[src/rtl/core/mup_pkg.sv]
// Shared types and constants of the MIDI to USB-MIDI packer.
// Used by every module of the block; depends on nothing.
`default_nettype none

package mup_pkg;

  localparam int BYTE_W = 8;
  localparam int CIN_W  = 4;
  localparam int CNT_W  = 6;
  localparam int STAT_W = 3;

  localparam logic [CNT_W-1:0] MAX_PKT_RESET   = 6'd20;
  localparam int               QUEUE_DEPTH_DEF = 4;

  localparam logic [BYTE_W-1:0] SYSEX_START = 8'hF0;
  localparam logic [BYTE_W-1:0] SYSEX_END   = 8'hF7;
  localparam logic [BYTE_W-1:0] RT_FIRST    = 8'hF8;

  localparam logic [CIN_W-1:0] CIN_SYSEX_CONT = 4'h4;
  localparam logic [CIN_W-1:0] CIN_SYSEX_END1 = 4'h5;
  localparam logic [CIN_W-1:0] CIN_SYSEX_END2 = 4'h6;
  localparam logic [CIN_W-1:0] CIN_SYSEX_END3 = 4'h7;
  localparam logic [CIN_W-1:0] CIN_SINGLE     = 4'hF;

  localparam logic [3:0] NIB_NOTE_OFF = 4'h8;
  localparam logic [3:0] NIB_NOTE_ON  = 4'h9;
  localparam logic [3:0] NIB_POLY_AT  = 4'hA;
  localparam logic [3:0] NIB_CTRL     = 4'hB;
  localparam logic [3:0] NIB_PROG     = 4'hC;
  localparam logic [3:0] NIB_CHAN_AT  = 4'hD;
  localparam logic [3:0] NIB_PITCH    = 4'hE;

  typedef enum logic [1:0] {
    MODE_IDLE  = 2'd0,
    MODE_SYSEX = 2'd1,
    MODE_CHAN  = 2'd2
  } mode_t;

  typedef enum logic [STAT_W-1:0] {
    ST_OK      = 3'd0,
    ST_OVF     = 3'd1,
    ST_UNTERM  = 3'd2,
    ST_TRUNC   = 3'd3,
    ST_STRAY   = 3'd4
  } stat_t;

  // Work handed from the front to the back for one accepted byte.
  typedef struct packed {
    logic              has_pkt;
    logic [CIN_W-1:0]  cin;
    logic [BYTE_W-1:0] b0;
    logic [BYTE_W-1:0] b1;
    logic [BYTE_W-1:0] b2;
    logic [CNT_W-1:0]  slot;
    logic              has_sum;
    stat_t             sum_status;
    logic [CNT_W-1:0]  sum_total;
  } job_t;

  typedef struct packed {
    logic full;
    logic empty;
  } q_stat_t;

endpackage

`default_nettype wire

[src/rtl/core/midi_to_usb_midi_packer_top.sv]
// Top level of the MIDI to USB-MIDI event packet packer.
// Instantiates mup_front, mup_queue and mup_back; depends on mup_pkg.
//
//   channel   direction  handshake            payload
//   in_       into block push / full          data_byte, end_of_stream
//   out_      out        empty / pop          result word (nine fields)
//   cfg_      into block valid / ready        max_packets
//
// One byte is taken per clock while the job queue is not full; the front
// updates the stream state in the cycle of acceptance. A byte that ends a
// stream after a packet gives two result words, sent packet first. A result
// word passes the job queue and the back's registered output stage to reach
// the out_ ports. Reset is synchronous and returns the limit to 20. full
// rises only when the job queue holds QUEUE_DEPTH jobs.
`default_nettype none

module midi_to_usb_midi_packer_top
  import mup_pkg::*;
#(
  parameter int QUEUE_DEPTH = QUEUE_DEPTH_DEF
) (
  input  wire logic              clk,
  input  wire logic              rst_n,
  input  wire logic              in_push,
  output logic                   in_full,
  input  wire logic [BYTE_W-1:0] in_data_byte,
  input  wire logic              in_end_of_stream,
  output logic                   out_empty,
  input  wire logic              out_pop,
  output logic                   out_result_kind,
  output logic [CIN_W-1:0]       out_code_index,
  output logic [BYTE_W-1:0]      out_first_byte,
  output logic [BYTE_W-1:0]      out_second_byte,
  output logic [BYTE_W-1:0]      out_third_byte,
  output logic [CNT_W-1:0]       out_slot_number,
  output logic [STAT_W-1:0]      out_status,
  output logic [CNT_W-1:0]       out_packet_total,
  output logic                   out_last_of_run,
  input  wire logic              cfg_valid,
  output logic                   cfg_ready,
  input  wire logic [CNT_W-1:0]  cfg_max_packets
);

  logic    acc, job_push, q_pop;
  job_t    job, head;
  q_stat_t q_stat;

  assign cfg_ready = 1'b1;
  assign in_full   = q_stat.full;
  assign acc       = in_push && !q_stat.full;

  mup_front u_front (
    .clk       (clk),
    .rst_n     (rst_n),
    .cfg_we    (cfg_valid && cfg_ready),
    .cfg_max   (cfg_max_packets),
    .acc       (acc),
    .data_byte (in_data_byte),
    .eos       (in_end_of_stream),
    .job_push  (job_push),
    .job       (job)
  );

  mup_queue #(
    .DEPTH (QUEUE_DEPTH)
  ) u_queue (
    .clk    (clk),
    .rst_n  (rst_n),
    .push   (job_push),
    .wr_job (job),
    .pop    (q_pop),
    .head   (head),
    .stat   (q_stat)
  );

  mup_back u_back (
    .clk              (clk),
    .rst_n            (rst_n),
    .head             (head),
    .q_stat           (q_stat),
    .q_pop            (q_pop),
    .out_pop          (out_pop),
    .out_empty        (out_empty),
    .out_result_kind  (out_result_kind),
    .out_code_index   (out_code_index),
    .out_first_byte   (out_first_byte),
    .out_second_byte  (out_second_byte),
    .out_third_byte   (out_third_byte),
    .out_slot_number  (out_slot_number),
    .out_status       (out_status),
    .out_packet_total (out_packet_total),
    .out_last_of_run  (out_last_of_run)
  );

`ifndef SYNTH
  a_q_full_empty: assert property (@(posedge clk) disable iff (!rst_n)
    !(q_stat.full && q_stat.empty))
    else $error("job queue reports full and empty together");

  a_sum_last: assert property (@(posedge clk) disable iff (!rst_n)
    (!out_empty && out_result_kind) |-> out_last_of_run)
    else $error("summary word is not the last of its run");

  a_pkt_fields: assert property (@(posedge clk) disable iff (!rst_n)
    (!out_empty && !out_result_kind) |-> (out_status == ST_OK && out_packet_total == '0))
    else $error("event packet carries summary fields");

  a_pop_loads: assert property (@(posedge clk) disable iff (!rst_n)
    (q_pop) |-> !q_stat.empty)
    else $error("back end pops an empty job queue");
`endif

endmodule

`default_nettype wire

[src/rtl/core/mup_front.sv]
// Front end of the packer: holds the stream state, classifies each byte and
// builds one job per byte that yields any result. Depends on mup_pkg.
`default_nettype none

module mup_front
  import mup_pkg::*;
(
  input  wire logic              clk,
  input  wire logic              rst_n,
  input  wire logic              cfg_we,
  input  wire logic [CNT_W-1:0]  cfg_max,
  input  wire logic              acc,
  input  wire logic [BYTE_W-1:0] data_byte,
  input  wire logic              eos,
  output logic                   job_push,
  output job_t                   job
);

  logic [CNT_W-1:0]  max_r;
  mode_t             mode_r, mode_nxt;
  logic [1:0]        held_r, held_nxt;
  logic [BYTE_W-1:0] hf_r, hf_nxt;
  logic [BYTE_W-1:0] hs_r, hs_nxt;
  logic [1:0]        need_r, need_nxt;
  logic [CNT_W-1:0]  done_r, done_nxt;
  stat_t             err_r, err_nxt;

  logic              want, stray, ovf, send;
  logic [CIN_W-1:0]  cin;
  logic [BYTE_W-1:0] b0, b1, b2;
  logic [CNT_W-1:0]  done_step;
  stat_t             err_step, sum_st;

  always_comb begin
    mode_nxt = mode_r;
    held_nxt = held_r;
    hf_nxt   = hf_r;
    hs_nxt   = hs_r;
    need_nxt = need_r;
    want     = 1'b0;
    stray    = 1'b0;
    cin      = '0;
    b0       = '0;
    b1       = '0;
    b2       = '0;
    if (err_r == ST_OK) begin
      case (mode_r)
        MODE_SYSEX: begin
          if (data_byte == SYSEX_END) begin
            want = 1'b1;
            case (held_r)
              2'd0: begin
                cin = CIN_SYSEX_END1;
                b0  = data_byte;
              end
              2'd1: begin
                cin = CIN_SYSEX_END2;
                b0  = hf_r;
                b1  = data_byte;
              end
              default: begin
                cin = CIN_SYSEX_END3;
                b0  = hf_r;
                b1  = hs_r;
                b2  = data_byte;
              end
            endcase
            mode_nxt = MODE_IDLE;
            held_nxt = 2'd0;
          end else if (held_r >= 2'd2) begin
            want     = 1'b1;
            cin      = CIN_SYSEX_CONT;
            b0       = hf_r;
            b1       = hs_r;
            b2       = data_byte;
            held_nxt = 2'd0;
          end else if (held_r == 2'd1) begin
            hs_nxt   = data_byte;
            held_nxt = 2'd2;
          end else begin
            hf_nxt   = data_byte;
            held_nxt = 2'd1;
          end
        end
        MODE_CHAN: begin
          if (need_r >= 2'd2) begin
            hs_nxt   = data_byte;
            held_nxt = 2'd2;
            need_nxt = 2'd1;
          end else begin
            want = 1'b1;
            cin  = hf_r[7:4];
            b0   = hf_r;
            if (held_r >= 2'd2) begin
              b1 = hs_r;
              b2 = data_byte;
            end else begin
              b1 = data_byte;
            end
            mode_nxt = MODE_IDLE;
            held_nxt = 2'd0;
            need_nxt = 2'd0;
          end
        end
        default: begin
          // Idle, and the unused mode code behaves the same way.
          if (data_byte == SYSEX_START) begin
            mode_nxt = MODE_SYSEX;
            hf_nxt   = data_byte;
            held_nxt = 2'd1;
          end else begin
            case (data_byte[7:4])
              NIB_NOTE_OFF, NIB_NOTE_ON, NIB_POLY_AT, NIB_CTRL, NIB_PITCH: begin
                mode_nxt = MODE_CHAN;
                hf_nxt   = data_byte;
                held_nxt = 2'd1;
                need_nxt = 2'd2;
              end
              NIB_PROG, NIB_CHAN_AT: begin
                mode_nxt = MODE_CHAN;
                hf_nxt   = data_byte;
                held_nxt = 2'd1;
                need_nxt = 2'd1;
              end
              default: begin
                if (data_byte >= RT_FIRST) begin
                  mode_nxt = MODE_IDLE;
                  want     = 1'b1;
                  cin      = CIN_SINGLE;
                  b0       = data_byte;
                end else begin
                  stray = 1'b1;
                end
              end
            endcase
          end
        end
      endcase
    end
  end

  // A packet that would pass the limit is dropped and latches an overflow.
  assign ovf       = want && (done_r >= max_r);
  assign send      = want && !ovf;
  assign done_step = send ? done_r + CNT_W'(1) : done_r;

  always_comb begin
    if (ovf) begin
      err_step = ST_OVF;
    end else if (stray) begin
      err_step = ST_STRAY;
    end else begin
      err_step = err_r;
    end
    if (err_step != ST_OK) begin
      sum_st = err_step;
    end else begin
      case (mode_nxt)
        MODE_SYSEX: sum_st = ST_UNTERM;
        MODE_CHAN:  sum_st = ST_TRUNC;
        default:    sum_st = ST_OK;
      endcase
    end
  end

  always_comb begin
    done_nxt = done_step;
    err_nxt  = err_step;
  end

  assign job_push       = acc && (send || eos);
  assign job.has_pkt    = send;
  assign job.cin        = cin;
  assign job.b0         = b0;
  assign job.b1         = b1;
  assign job.b2         = b2;
  assign job.slot       = done_r;
  assign job.has_sum    = eos;
  assign job.sum_status = sum_st;
  assign job.sum_total  = done_step;

  always_ff @(posedge clk) begin
    if (!rst_n) begin
      max_r  <= MAX_PKT_RESET;
      mode_r <= MODE_IDLE;
      held_r <= 2'd0;
      hf_r   <= '0;
      hs_r   <= '0;
      need_r <= 2'd0;
      done_r <= '0;
      err_r  <= ST_OK;
    end else begin
      if (cfg_we) begin
        max_r <= cfg_max;
      end
      if (acc) begin
        if (eos) begin
          mode_r <= MODE_IDLE;
          held_r <= 2'd0;
          hf_r   <= '0;
          hs_r   <= '0;
          need_r <= 2'd0;
          done_r <= '0;
          err_r  <= ST_OK;
        end else begin
          mode_r <= mode_nxt;
          held_r <= held_nxt;
          hf_r   <= hf_nxt;
          hs_r   <= hs_nxt;
          need_r <= need_nxt;
          done_r <= done_nxt;
          err_r  <= err_nxt;
        end
      end
    end
  end

endmodule

`default_nettype wire

[src/rtl/core/mup_queue.sv]
// Short job queue between the front and back of the packer.
// Depends on mup_pkg for the job type.
`default_nettype none

module mup_queue
  import mup_pkg::*;
#(
  parameter int DEPTH = QUEUE_DEPTH_DEF
) (
  input  wire logic clk,
  input  wire logic rst_n,
  input  wire logic push,
  input  wire job_t wr_job,
  input  wire logic pop,
  output job_t      head,
  output q_stat_t   stat
);

  localparam int PTR_W = (DEPTH > 1) ? $clog2(DEPTH) : 1;
  localparam int CNT_QW = $clog2(DEPTH + 1);

  job_t              slot_r [DEPTH];
  logic [PTR_W-1:0]  wr_ptr_r, rd_ptr_r;
  logic [CNT_QW-1:0] count_r;
  logic              do_push, do_pop;

  assign stat.full  = (count_r == CNT_QW'(DEPTH));
  assign stat.empty = (count_r == '0);
  assign do_push    = push && !stat.full;
  assign do_pop     = pop && !stat.empty;
  assign head       = slot_r[rd_ptr_r];

  always_ff @(posedge clk) begin
    if (do_push) begin
      slot_r[wr_ptr_r] <= wr_job;
    end
  end

  always_ff @(posedge clk) begin
    if (!rst_n) begin
      wr_ptr_r <= '0;
      rd_ptr_r <= '0;
      count_r  <= '0;
    end else begin
      if (do_push) begin
        wr_ptr_r <= (wr_ptr_r == PTR_W'(DEPTH - 1)) ? '0 : wr_ptr_r + PTR_W'(1);
      end
      if (do_pop) begin
        rd_ptr_r <= (rd_ptr_r == PTR_W'(DEPTH - 1)) ? '0 : rd_ptr_r + PTR_W'(1);
      end
      if (do_push && !do_pop) begin
        count_r <= count_r + CNT_QW'(1);
      end else if (do_pop && !do_push) begin
        count_r <= count_r - CNT_QW'(1);
      end
    end
  end

endmodule

`default_nettype wire

[src/rtl/core/mup_back.sv]
// Back end of the packer: turns each queued job into one or two result
// words in a registered output stage. Depends on mup_pkg.
`default_nettype none

module mup_back
  import mup_pkg::*;
(
  input  wire logic               clk,
  input  wire logic               rst_n,
  input  wire job_t               head,
  input  wire q_stat_t            q_stat,
  output logic                    q_pop,
  input  wire logic               out_pop,
  output logic                    out_empty,
  output logic                    out_result_kind,
  output logic [CIN_W-1:0]        out_code_index,
  output logic [BYTE_W-1:0]       out_first_byte,
  output logic [BYTE_W-1:0]       out_second_byte,
  output logic [BYTE_W-1:0]       out_third_byte,
  output logic [CNT_W-1:0]        out_slot_number,
  output logic [STAT_W-1:0]       out_status,
  output logic [CNT_W-1:0]        out_packet_total,
  output logic                    out_last_of_run
);

  logic              valid_r, valid_nxt;
  logic              phase_r, phase_nxt;
  logic              ld, sel_sum, last;

  logic              kind_r;
  logic [CIN_W-1:0]  cin_r;
  logic [BYTE_W-1:0] b0_r, b1_r, b2_r;
  logic [CNT_W-1:0]  slot_r, total_r;
  logic [STAT_W-1:0] stat_r;
  logic              last_r;

  // A job with both a packet and a summary takes two loads; phase marks
  // that the packet half has already gone out.
  assign ld      = !q_stat.empty && (!valid_r || out_pop);
  assign sel_sum = !head.has_pkt || phase_r;
  assign last    = sel_sum || !head.has_sum;
  assign q_pop   = ld && last;

  always_comb begin
    valid_nxt = valid_r;
    phase_nxt = phase_r;
    if (ld) begin
      valid_nxt = 1'b1;
      phase_nxt = !last;
    end else if (out_pop) begin
      valid_nxt = 1'b0;
    end
  end

  always_ff @(posedge clk) begin
    if (!rst_n) begin
      valid_r <= 1'b0;
      phase_r <= 1'b0;
    end else begin
      valid_r <= valid_nxt;
      phase_r <= phase_nxt;
    end
  end

  always_ff @(posedge clk) begin
    if (ld) begin
      last_r <= last;
      if (sel_sum) begin
        kind_r  <= 1'b1;
        cin_r   <= '0;
        b0_r    <= '0;
        b1_r    <= '0;
        b2_r    <= '0;
        slot_r  <= '0;
        stat_r  <= head.sum_status;
        total_r <= head.sum_total;
      end else begin
        kind_r  <= 1'b0;
        cin_r   <= head.cin;
        b0_r    <= head.b0;
        b1_r    <= head.b1;
        b2_r    <= head.b2;
        slot_r  <= head.slot;
        stat_r  <= ST_OK;
        total_r <= '0;
      end
    end
  end

  assign out_empty        = !valid_r;
  assign out_result_kind  = kind_r;
  assign out_code_index   = cin_r;
  assign out_first_byte   = b0_r;
  assign out_second_byte  = b1_r;
  assign out_third_byte   = b2_r;
  assign out_slot_number  = slot_r;
  assign out_status       = stat_r;
  assign out_packet_total = total_r;
  assign out_last_of_run  = last_r;

endmodule

`default_nettype wire
[config.mk]
export PLATFORM = sky130hd
export DESIGN_NAME = midi_to_usb_midi_packer_top
export DESIGN_NICKNAME = d
export VERILOG_FILES = /design/src/rtl/core/mup_pkg.sv /design/src/rtl/core/midi_to_usb_midi_packer_top.sv /design/src/rtl/core/mup_front.sv /design/src/rtl/core/mup_queue.sv /design/src/rtl/core/mup_back.sv
export SDC_FILE = /design/constraint.sdc
export NUM_CORES = 1
export LEC_CHECK = 0
export BUFFER_PORTS_ARGS = -buffer_cell sky130_fd_sc_hd__buf_2
export CELL_PAD_IN_SITES_DETAIL_PLACEMENT = 1
export CELL_PAD_IN_SITES_GLOBAL_PLACEMENT = 1
export CORE_MARGIN = 2
export CORE_UTILIZATION = 35
export DETAILED_ROUTE_END_ITERATION = 7
export MAX_ROUTING_LAYER = met4
export PLACE_DENSITY_LB_ADDON = 0.08
export SLEW_MARGIN = 30
export SYNTH_ARGS = -nofsm -noshare
export SYNTH_HDL_FRONTEND = slang
export SYNTH_HIERARCHICAL = 1
export SYNTH_SLANG_ARGS = --single-unit
[constraint.sdc]
create_clock -name clk -period 5.56 [get_ports clk]
set_clock_uncertainty 0.05 [all_clocks]
set_input_delay 1.112 -clock clk [delete_from_list [all_inputs] [get_ports clk]]
set_output_delay 1.112 -clock clk [all_outputs]
set_load 0.005 [all_outputs]
* Yosys cells after proc, flatten, opt, wreduce, memory -nomap -nowiden
Memory sizes are Yosys's and may differ from the RTL's. A register that Yosys moved wholly into a read port is not among the register bits.
Index checks and enable logic that the tools add are counted.
W data, S select, Z words.
** Storage, ports and cells
- RAM bits :: 180
- Input bits :: 20
- Memories kept :: 1
- Word-level logic and storage cells :: 200
- Output and inout bits :: 48
- Bits in registers :: 91
** Operators by class
- Reductions and logical operators :: 43
- $add $sub $neg :: 5
- Muxes and demuxes :: 100
- Eq/ne operators :: 25
- Magnitude comparators :: 4
** Memories
- u_queue.slot_r :: words 4, width 45, read ports 1, clocked after Yosys merged registers in 1, write ports 1, RTL line mup_queue.sv:22 : job_t slot_r [DEPTH];
** Operators with widths (number)
- $mux W8 :: 31
- $pmux W8 S2 :: 6
- $mux W2 :: 22
- $eq A4 B4 Y1 const B :: 7
- $mux W4 :: 6
- $pmux W2 S2 :: 6
- $mux W3 :: 7
- $mux W1 :: 18
- $eq A8 B8 Y1 const B :: 2
- $reduce_and A7 Y1 :: 2
- $mux W6 :: 2
- $ne A3 B3 Y1 const B :: 4
- $logic_and A1 B1 Y1 :: 10
- $logic_not A1 Y1 :: 9
- $eq A2 B2 Y1 const B :: 4
- $ge A8 B8 Y1 const B :: 1
- $pmux W4 S2 :: 1
- $reduce_bool A4 Y1 :: 2
- $reduce_or A7 Y1 :: 1
- $add A6 B1 Y6 const B :: 1
- $eq A2 B1 Y1 const B :: 3
- $ge A6 B6 Y1 :: 1
- $logic_not A3 Y1 :: 2
- $ne A3 B2 Y1 const B :: 2
- 16 further kinds :: 27

* Logic depth before layout (Yosys ltp)
Gate-level depths: netlist of run 1.
- Depth in word-level cells :: 16
- Mapped depth :: 17
- Mapped depth without buffers :: 14

* By module
Netlist of run 1, hierarchy kept.
** By module, submodules not included
- mup_queue :: seq. area each 5585.4 um^2, area an instance 7034.2 um^2, instances 1, cells each 286
- mup_front :: seq. area each 720.7 um^2, area an instance 2605.0 um^2, instances 1, cells each 343
- mup_back :: seq. area each 1391.3 um^2, area an instance 1771.7 um^2, instances 1, cells each 106
- midi_to_usb_midi_packer_top :: seq. area each 0.0 um^2, area an instance 25.0 um^2, instances 1, cells each 3

* Least setup slack after synthesis of run 1
OpenSTA, ideal clock, no wires.
- Path type :: input-to-reg
- Start point :: input port out_pop
- End point :: register u_queue.count_r[2]
- Stages :: 10
- Required time :: 5.434 ns
- Data arrival time :: 4.715 ns
- Setup slack :: 0.720 ns
- Path buffers :: 0
- Path through :: nand2b_1 nor2b_1 and2_1 o31ai_1 ha_1 inv_1 fa_1 xor2_1 or3_1 a21boi_0
** Between the ends
- Longest elaborated chain between the ends :: 7
- Elaborated cells between the ends (all ways) :: 9
** RTL lines
- from (decl) :: RTL line midi_to_usb_midi_packer_top.sv:29 : input wire logic out_pop,
- $logic_or A1 B1 Y1 * :: RTL line mup_back.sv:39 : assign ld = !q_stat.empty && (!valid_r || out_pop);
- $logic_and A1 B1 Y1 * :: RTL line mup_back.sv:39
- via u_back.ld :: RTL line mup_back.sv:28 : logic ld, sel_sum, last;
- $logic_and A1 B1 Y1 * :: RTL line mup_back.sv:42 : assign q_pop = ld && last;
- via q_pop :: RTL line midi_to_usb_midi_packer_top.sv:44 : logic acc, job_push, q_pop;
- $logic_and A1 B1 Y1 * :: RTL line mup_queue.sv:30 : assign do_pop = pop && !stat.empty;
- $logic_not A1 Y1 :: RTL line mup_queue.sv:51 : if (do_push && !do_pop) begin
- $logic_and A1 B1 Y1 :: RTL line mup_queue.sv:51
- $mux W3 / $reduce_bool A2 Y1 (equally long branches)
- to (signal assigned) :: RTL line mup_queue.sv:52 : count_r <= count_r + CNT_QW'(1);
- to (signal assigned) :: RTL line mup_queue.sv:54 : count_r <= count_r - CNT_QW'(1);
- to (decl) :: RTL line mup_queue.sv:24 : logic [CNT_QW-1:0] count_r;
Mark *: on every way through the listed nets, which the timed path passes. The rest lies on a longest branch.
A chain may end at the register's enable or synchronous reset.

==> results.md, run 1 <==
* Non-filler cells, final at 1269
* Drt pass-1 iters at 5
* WP data required at around 6000 ps
* Largest net degree at the start of global routing at 51
* Worst reg2reg startpoint: u_front/mode_r[1]$_SDFFE_PN0P_
* Syn nets at 775
* # nets final at about 840
* Count of cell types in the netlist at 71
* First-pass GRT wire length at approximately 42000 um
* CTS max path bufs at 3
* GRT Total Usage at approximately 17%
* Routed wire length at 27300 um
* Boundary Pins at 68
* Leading cell type in the layout, fill and taps excluded: edfxtp_1
* Remaining DRCs at 0
* Max stage delay on crit path at between 500 and 600 ps
* Syn Area/Cell at ~15 sq um
* Clock Tree Root: clkbuf_16
* Core region area at between 0.03 and 0.04 sq mm
* Synth-to-layout area growth at 14.9%
* Max-slew headroom at between 40% and 50%
* Starting density of the core at 35.3%
* Synthesized area at around 0.011 sq mm
* Worst Hold Path EP: u_front/hs_r[4]$_SDFFE_PN0P_
* Max-slew violations at 0
* Initial antenna violation count at 0
* Initial DRC Count at 510
* R2R cell count at 13
* CTS resizes at 0
* Final Cycle Share at between 70% and 80%
* Worst path slowest cell: nor2b_1
* Die W at approximately 180 um
* Remaining global-route overflow at 0
* Setup violators final at 0
* Fill cells at 3266
* Layout cells sized above 1 at between 20% and 30%
* P_leak at ~4.6 nW
* FP Rows at 66
* TNS Setup at 0 ps
* Vias at around 6500
* CP Capture Type: flip-flop
* Placed Instances at 1215
* Yosys reg bits at roughly 270
* Post-synth EDFFs at approximately 230
* CTS clk-pin slew, worst paths at around 60 ps
* Actual slew at the worst max-slew pin at 859 ps
* Setup CP Type: flip-flop to flip-flop
* Clk Latency, worst-skew pair at ~550 ps
* Worst hold path startpoint: u_front/hs_r[4]$_SDFFE_PN0P_
* Setup bufs post-CTS at 0
* ANT nets after route at 0
* Cell Pwr Density at ~450 mW/mm^2
* Via density per instance at a little over 5
* HPWL after DPL at 17500 um
* Sequential fraction of the synthesis area at 67.3%
* Critical path, cell by cell: ha_1, nor2b_1, o31ai_1, or3_1, nor2_2, o21a_1, nor2b_1, ha_1, inv_1, fa_1, xor2_1, or3_1, a21boi_0
* Most used DFF post-synth: edfxtp_1
* Hold Path Depth at 2
* Die Span Y at roughly 180 um
* Critical Path AT at about 4800 ps
* Port bufs at 66
* Reg2reg end: u_queue/count_r[2]$_SDFFE_PN0P_
* Clock tree sinks at approximately 270
* Max FO, Critical Path at 9
* Most frequent cells in the layout: edfxtp_1 (225), buf_2 (66), nand2_1 (51), and2_1 (45), dfxtp_1 (45)
* Final hold violation count at 0
* Async S/R FF share, synth at 0%
* # hold bufs at CTS at 0
* Final min period at between 4000 and 5000 ps
* Outcome: completed
* RSZ-0062 raised after global routing: no
* CTS tree: built
* Fmax achieved at ~230 MHz
* Die area at ~0.034 sq mm
* Number of CTS-inserted buffers at 31
* Syn Inst Count at between 700 and 800
* H-tree Lvls at 1
* Vias in the first global route at between 6000 and 7000
* Max-cap violation count at 0
* Peak VDD IR at ~230 uV
* Min-Delay Path Class: flip-flop to flip-flop
* WL per Instance at 21.5 um
* Gpl congestion at around 0.85
* YS warnings at 6
* CP startpoint kind: flip-flop
* Worst reg-to-reg setup slack at ~1200 ps
-- where the power goes --
group,internal [mW],total (mW),switching (mW),leakage [nW]
sequential,2.62,2.72,0.106,2.58
combinational,0.546,1.24,0.690,1.51
clock,1.20,1.97,0.774,0.473
total,4.36,5.93,1.57,4.56
-- per-layer routing --
layer | GRT usage [%] | wire [um] | up-vias
li1 | - | - | 2953
met1 | 22.7 | 12800 | 3373
met2 | 26.7 | 12800 | 157
met3 | 2.73 | 1260 | 42
met4 | 3.68 | 422 | 0
met5 | - | 0 | -
-- cell usage after synthesis (2+ instances only) --
library cell  count  share of area [%]
clkbuf_1         15               0.49
a221oi_1          4               0.31
nand3_1          24                1.1
a21boi_0          2               0.13
o32ai_1           2               0.15
o31ai_1           4               0.26
ha_1             16                1.8
xor2_1            2               0.15
nor2_1           35                1.1
buf_1             2              0.066
nand2b_1          5               0.27
buf_4             3               0.20
o31a_1            3               0.23
mux2i_1          31                2.7
mux4_1            5                1.1
inv_1            25               0.82
nand2_1          51                1.7
and2_1           49                2.7
dfxtp_1          47                8.2
o211ai_1          5               0.33
o21ai_0          12               0.53
a211oi_1          5               0.33
xnor2_1           5               0.38
buf_2            10               0.44
edfxtp_1        225                 59
clkbuf_2          4               0.18
nor4_1            3               0.16
mux4_2           40                7.9
nor3_1            7               0.31
a21oi_1          15               0.66
a32o_1            2               0.18
o21a_1            4               0.26
buf_6             3               0.30
buf_12            4               0.70
nand4_1           3               0.16
a311o_1           3               0.26
or3_1             7               0.38
nor2b_1          15               0.82
a21oi_2           2               0.15
a31oi_1           8               0.44
-- final cells by class --
cell class	count	area, sq um	area share (%)
repair buffers	77	438	3.33
clock inverters	13	163	1.24
flip-flops and latches	272	7700	58.6
well taps	442	553	4.21
clock buffers	40	810	6.16
diodes	1	2.50	0.0190
multi-input cells	399	3380	25.7
inverters	25	93.8	0.714
-- how the worst max path moves through the flow --
| stage | startpoint | to |
|---|---|---|
| after global placement | in_data_byte[7] | u_queue/count_r[2]$_SDFFE_PN0P_ |
| final | u_front/mode_r[1]$_SDFFE_PN0P_ | u_queue/count_r[2]$_SDFFE_PN0P_ |
| after floorplan | out_pop | u_queue/count_r[2]$_SDFFE_PN0P_ |
| after CTS | u_front/mode_r[1]$_SDFFE_PN0P_ | u_queue/count_r[2]$_SDFFE_PN0P_ |
| after detailed placement | in_data_byte[7] | u_queue/count_r[2]$_SDFFE_PN0P_ |
| after global routing | u_front/mode_r[0]$_SDFFE_PN0P_ | u_queue/count_r[2]$_SDFFE_PN0P_ |
-- registers in the layout, indices dropped and copies added, names as in the netlist, 4 cells and up, named ones only --
register / cells
u_front/hf_r: 8
u_front/hs_r: 8
u_front/max_r: 6
u_back/out_slot_number: 6
u_back/out_packet_total: 6
u_back/out_first_byte: 8
u_back/out_second_byte: 8
u_queue/slot_r: 180
u_front/done_r: 6
u_back/out_code_index: 4
u_back/out_third_byte: 8
-- kinds of logic after synthesis --
family                     share of synthesized area [%]
xor gates and xnor gates                           0.536
and+or+nand+nor                                     9.64
AOI/OAI and AO/OA                                   5.41
other                                             0.0328
muxes                                               11.8
adders and majority gates                           1.93
buffers and inverters                               3.32
DFF                                                 67.3
-- through the flow --
step | cell area (sq um) | total power [mW] | hold slack [ps] | setup WS (ps) | utilization (%)
after detailed placement | 12200 | 4.05 | 407 | 594 | 37.6
after global routing | 13100 | 6.25 | 435 | 877 | 40.6
after CTS | 13100 | 6.05 | 421 | 1100 | 40.6
final | 13100 | 5.93 | 420 | 1160 | 40.6
after floorplan | 11400 | 3.64 | 381 | 720 | -
after global placement | 12200 | 4.02 | 400 | 764 | 37.6
-- worst max-delay path, delay by kind of cell (launching register included) --
family	cells	cell delay, ps
xor gates and xnor gates	1	180
DFF	1	400
adders and majority gates	3	970
and+or+nand+nor	5	2170
buffers and inverters	1	60
AOI/OAI and AO/OA	3	480
Note: power is estimated with default switching activity, not from simulation.
==> run 2, diff against run 1 <==
==> constraint.sdc (replaced) <==
create_clock -name clk -period 4.35 [get_ports clk]
set_clock_uncertainty 0.05 [all_clocks]
set_input_delay 0.87 -clock clk [delete_from_list [all_inputs] [get_ports clk]]
set_output_delay 0.87 -clock clk [all_outputs]
set_load 0.005 [all_outputs]
==> run 2 against run 1 <==
Setup slack worse by 500 ps; fmax is 19% higher; sequential cell count stayed put; via count is 0.64% lower; register-to-register slack worse by 500 ps.
==> results.md, run 2 (synthesis gave the netlist of run 1 again) <==
* Outcome: completed
* Layout cells sized above 1 at between 20% and 30%
* Core region area at 0.0324 sq mm
* Sw Ratio at a little over a quarter
* CTS max path bufs at 3
* Clk Latency, worst-skew pair at between 500 and 600 ps
* Cell Pwr Density at about 570 mW/mm^2
* Post-placement cell area at around 0.012 sq mm
* Die area at roughly 0.034 sq mm
* Logic pwr share at between 20% and 30%
* Worst reg2reg startpoint: u_front/mode_r[1]$_SDFFE_PN0P_
* Final instance area at roughly 0.013 sq mm
* HPWL after DPL at 17400 um
* Flop pwr share at a little under half
* Die Span Y at between 150 and 200 um
* Remaining DRCs at 0
* Max stage delay on crit path at between 500 and 600 ps
* Min-Delay Path Class: flip-flop to flip-flop
* # hold bufs at CTS at 0
* Worst Hold Path EP: u_front/hf_r[2]$_SDFFE_PN0P_
* Final min period at 3690 ps
* P_leak at around 4.6 nW
* Worst path slowest cell: nor2b_1
* Synth-to-layout area growth at 15.5%
* Max reg flops at 180
* Critical path, cell by cell: ha_1, nor2b_1, o31ai_1, or3_1, nor2_2, o21a_1, nor2b_1, ha_1, inv_1, fa_1, xor2_1, or3_1, a21boi_0
* Critical Path AT at ~4100 ps
* Worst hold path startpoint: u_front/hf_r[2]$_SDFFE_PN0P_
* Clock power frac at between 30 and 40%
* R2R cell count at 13
* Vias at around 6500
* Setup bufs post-CTS at 0
* CTS clk-pin slew, worst paths at 60 ps
* Starting density of the core at between 30% and 40%
* Clock tree sinks at 272
* H-tree Lvls at 1
* Max FO, Critical Path at 8
* Psw at ~2 mW
* Largest net degree at the start of global routing at just over 50
* Initial DRC Count at about 380
* Routed wire length at about 27000 um
* Max-cap violation count at 0
* Final hold violation count at 0
* CTS resizes at 0
* Actual slew at the worst max-slew pin at ~840 ps
* Top reg by flops: u_queue/slot_r
* # nets final at about 850
* Max-slew violations at 0
* Fmax achieved at around 270 MHz
* First-pass GRT wire length at between 40000 and 50000 um
* CP Capture Type: flip-flop
* Finished Core Util at between 40% and 50%
* Die W at 185 um
* Wire length on met1 at ~13000 um
* TNS Setup at 0 ps
* WL per Instance at 21.0 um
* DR WL met2 at ~13000 um
* Clock Tree Root: clkbuf_16
* Tot Pwr at between 7 and 8 mW
* Setup CP Type: flip-flop to flip-flop
* Remaining global-route overflow at 0
* Worst reg-to-reg setup slack at 660 ps
* Most frequent cells in the layout: edfxtp_1 (225), buf_2 (66), nand2_1 (51), and2_1 (45), dfxtp_1 (45)
* CTS tree: built
* Peak VDD IR at about 310 uV
* ANT nets after route at 0
* Vias in the first global route at 6962
* Final Cycle Share at approximately 85%
* Max-slew headroom at a little over two fifths
* CP startpoint kind: flip-flop
* Gpl congestion at 0.825
* GRT Total Usage at between 15 and 20%
* Port bufs at 66
* Setup violators final at 0
* Fill cells at 3268
* Via density per instance at 5.08
* Drt pass-1 iters at 5
* Top layer in use: met4
* Reg2reg end: u_queue/count_r[2]$_SDFFE_PN0P_
* Hold Path Depth at 2
* WP data required at between 4000 and 5000 ps
* RSZ-0062 raised after global routing: no
* Number of CTS-inserted buffers at 31
* Leading cell type in the layout, fill and taps excluded: edfxtp_1
* Initial antenna violation count at 0
* Boundary Pins at 68
* DR WL met3 at 1130 um
* FP Rows at 66
* Internal Pwr Total at ~5.6 mW
run 2: routing by layer:
layer / up-vias / global-route usage, %
li1: 2971 / -
met1: 3343 / 22.9
met2: 137 / 26.4
met3: 32 / 2.43
met4: 0 / 3.43
met5: - / -
run 2: cell type report:
cell class                      count  area [sq um]  area share (%)
Clock inverter                     18           181            1.37
Antenna cell                        1          2.50          0.0190
Timing Repair Buffer               80           485            3.68
Sequential cell                   272          7700            58.3
Inverter                           25          93.8           0.711
Clock buffer                       39           816            6.18
Multi-Input combinational cell    399          3370            25.5
Tap cell                          442           553            4.19
run 2: critical path: cells and delay by family, from the launching register on:
family	cells	cell delay (ps)
adder cells (fa/ha/maj)	3	890
AND/OR/NAND/NOR	5	1590
XOR/XNOR	1	170
flip-flops	1	400
buffers and inverters	1	70
AO/OA/AOI/OAI	3	440
run 2: power groups by stage:
stage / logic (mW) / clock network, mW / registers, mW
after floorplan: 1.10 / 0 / 3.54
after global placement: 1.58 / 0 / 3.56
after detailed placement: 1.61 / 0 / 3.58
after CTS: 1.62 / 2.61 / 3.53
after global routing: 1.73 / 2.70 / 3.57
final: 1.55 / 2.52 / 3.51
run 2: worst max path at each step:
stage / from / endpoint / slack (ps)
after detailed placement: in_data_byte[7] / u_queue/count_r[2]$_SDFFE_PN0P_ / 430
after global placement: in_data_byte[5] / u_queue/count_r[2]$_SDFFE_PN0P_ / 500
after global routing: u_front/mode_r[0]$_SDFFE_PN0P_ / u_queue/count_r[2]$_SDFFE_PN0P_ / 370
after CTS: u_front/mode_r[1]$_SDFFE_PN0P_ / u_queue/count_r[2]$_SDFFE_PN0P_ / 600
final: u_front/mode_r[1]$_SDFFE_PN0P_ / u_queue/count_r[2]$_SDFFE_PN0P_ / 660
after floorplan: in_data_byte[7] / u_queue/slot_r[0][0]$_DFFE_PP_ / 280
run 2: through the flow:
step | setup slack (ps) | hold WS (ps) | instances
2_1_floorplan | 284 | 381 | 738
3_3_place_gp | 498 | 396 | 1218
3_5_place_dp | 432 | 409 | 1218
4_1_cts | 603 | 422 | 1275
5_1_grt | 367 | 441 | 1275
6_report | 660 | 419 | 1276
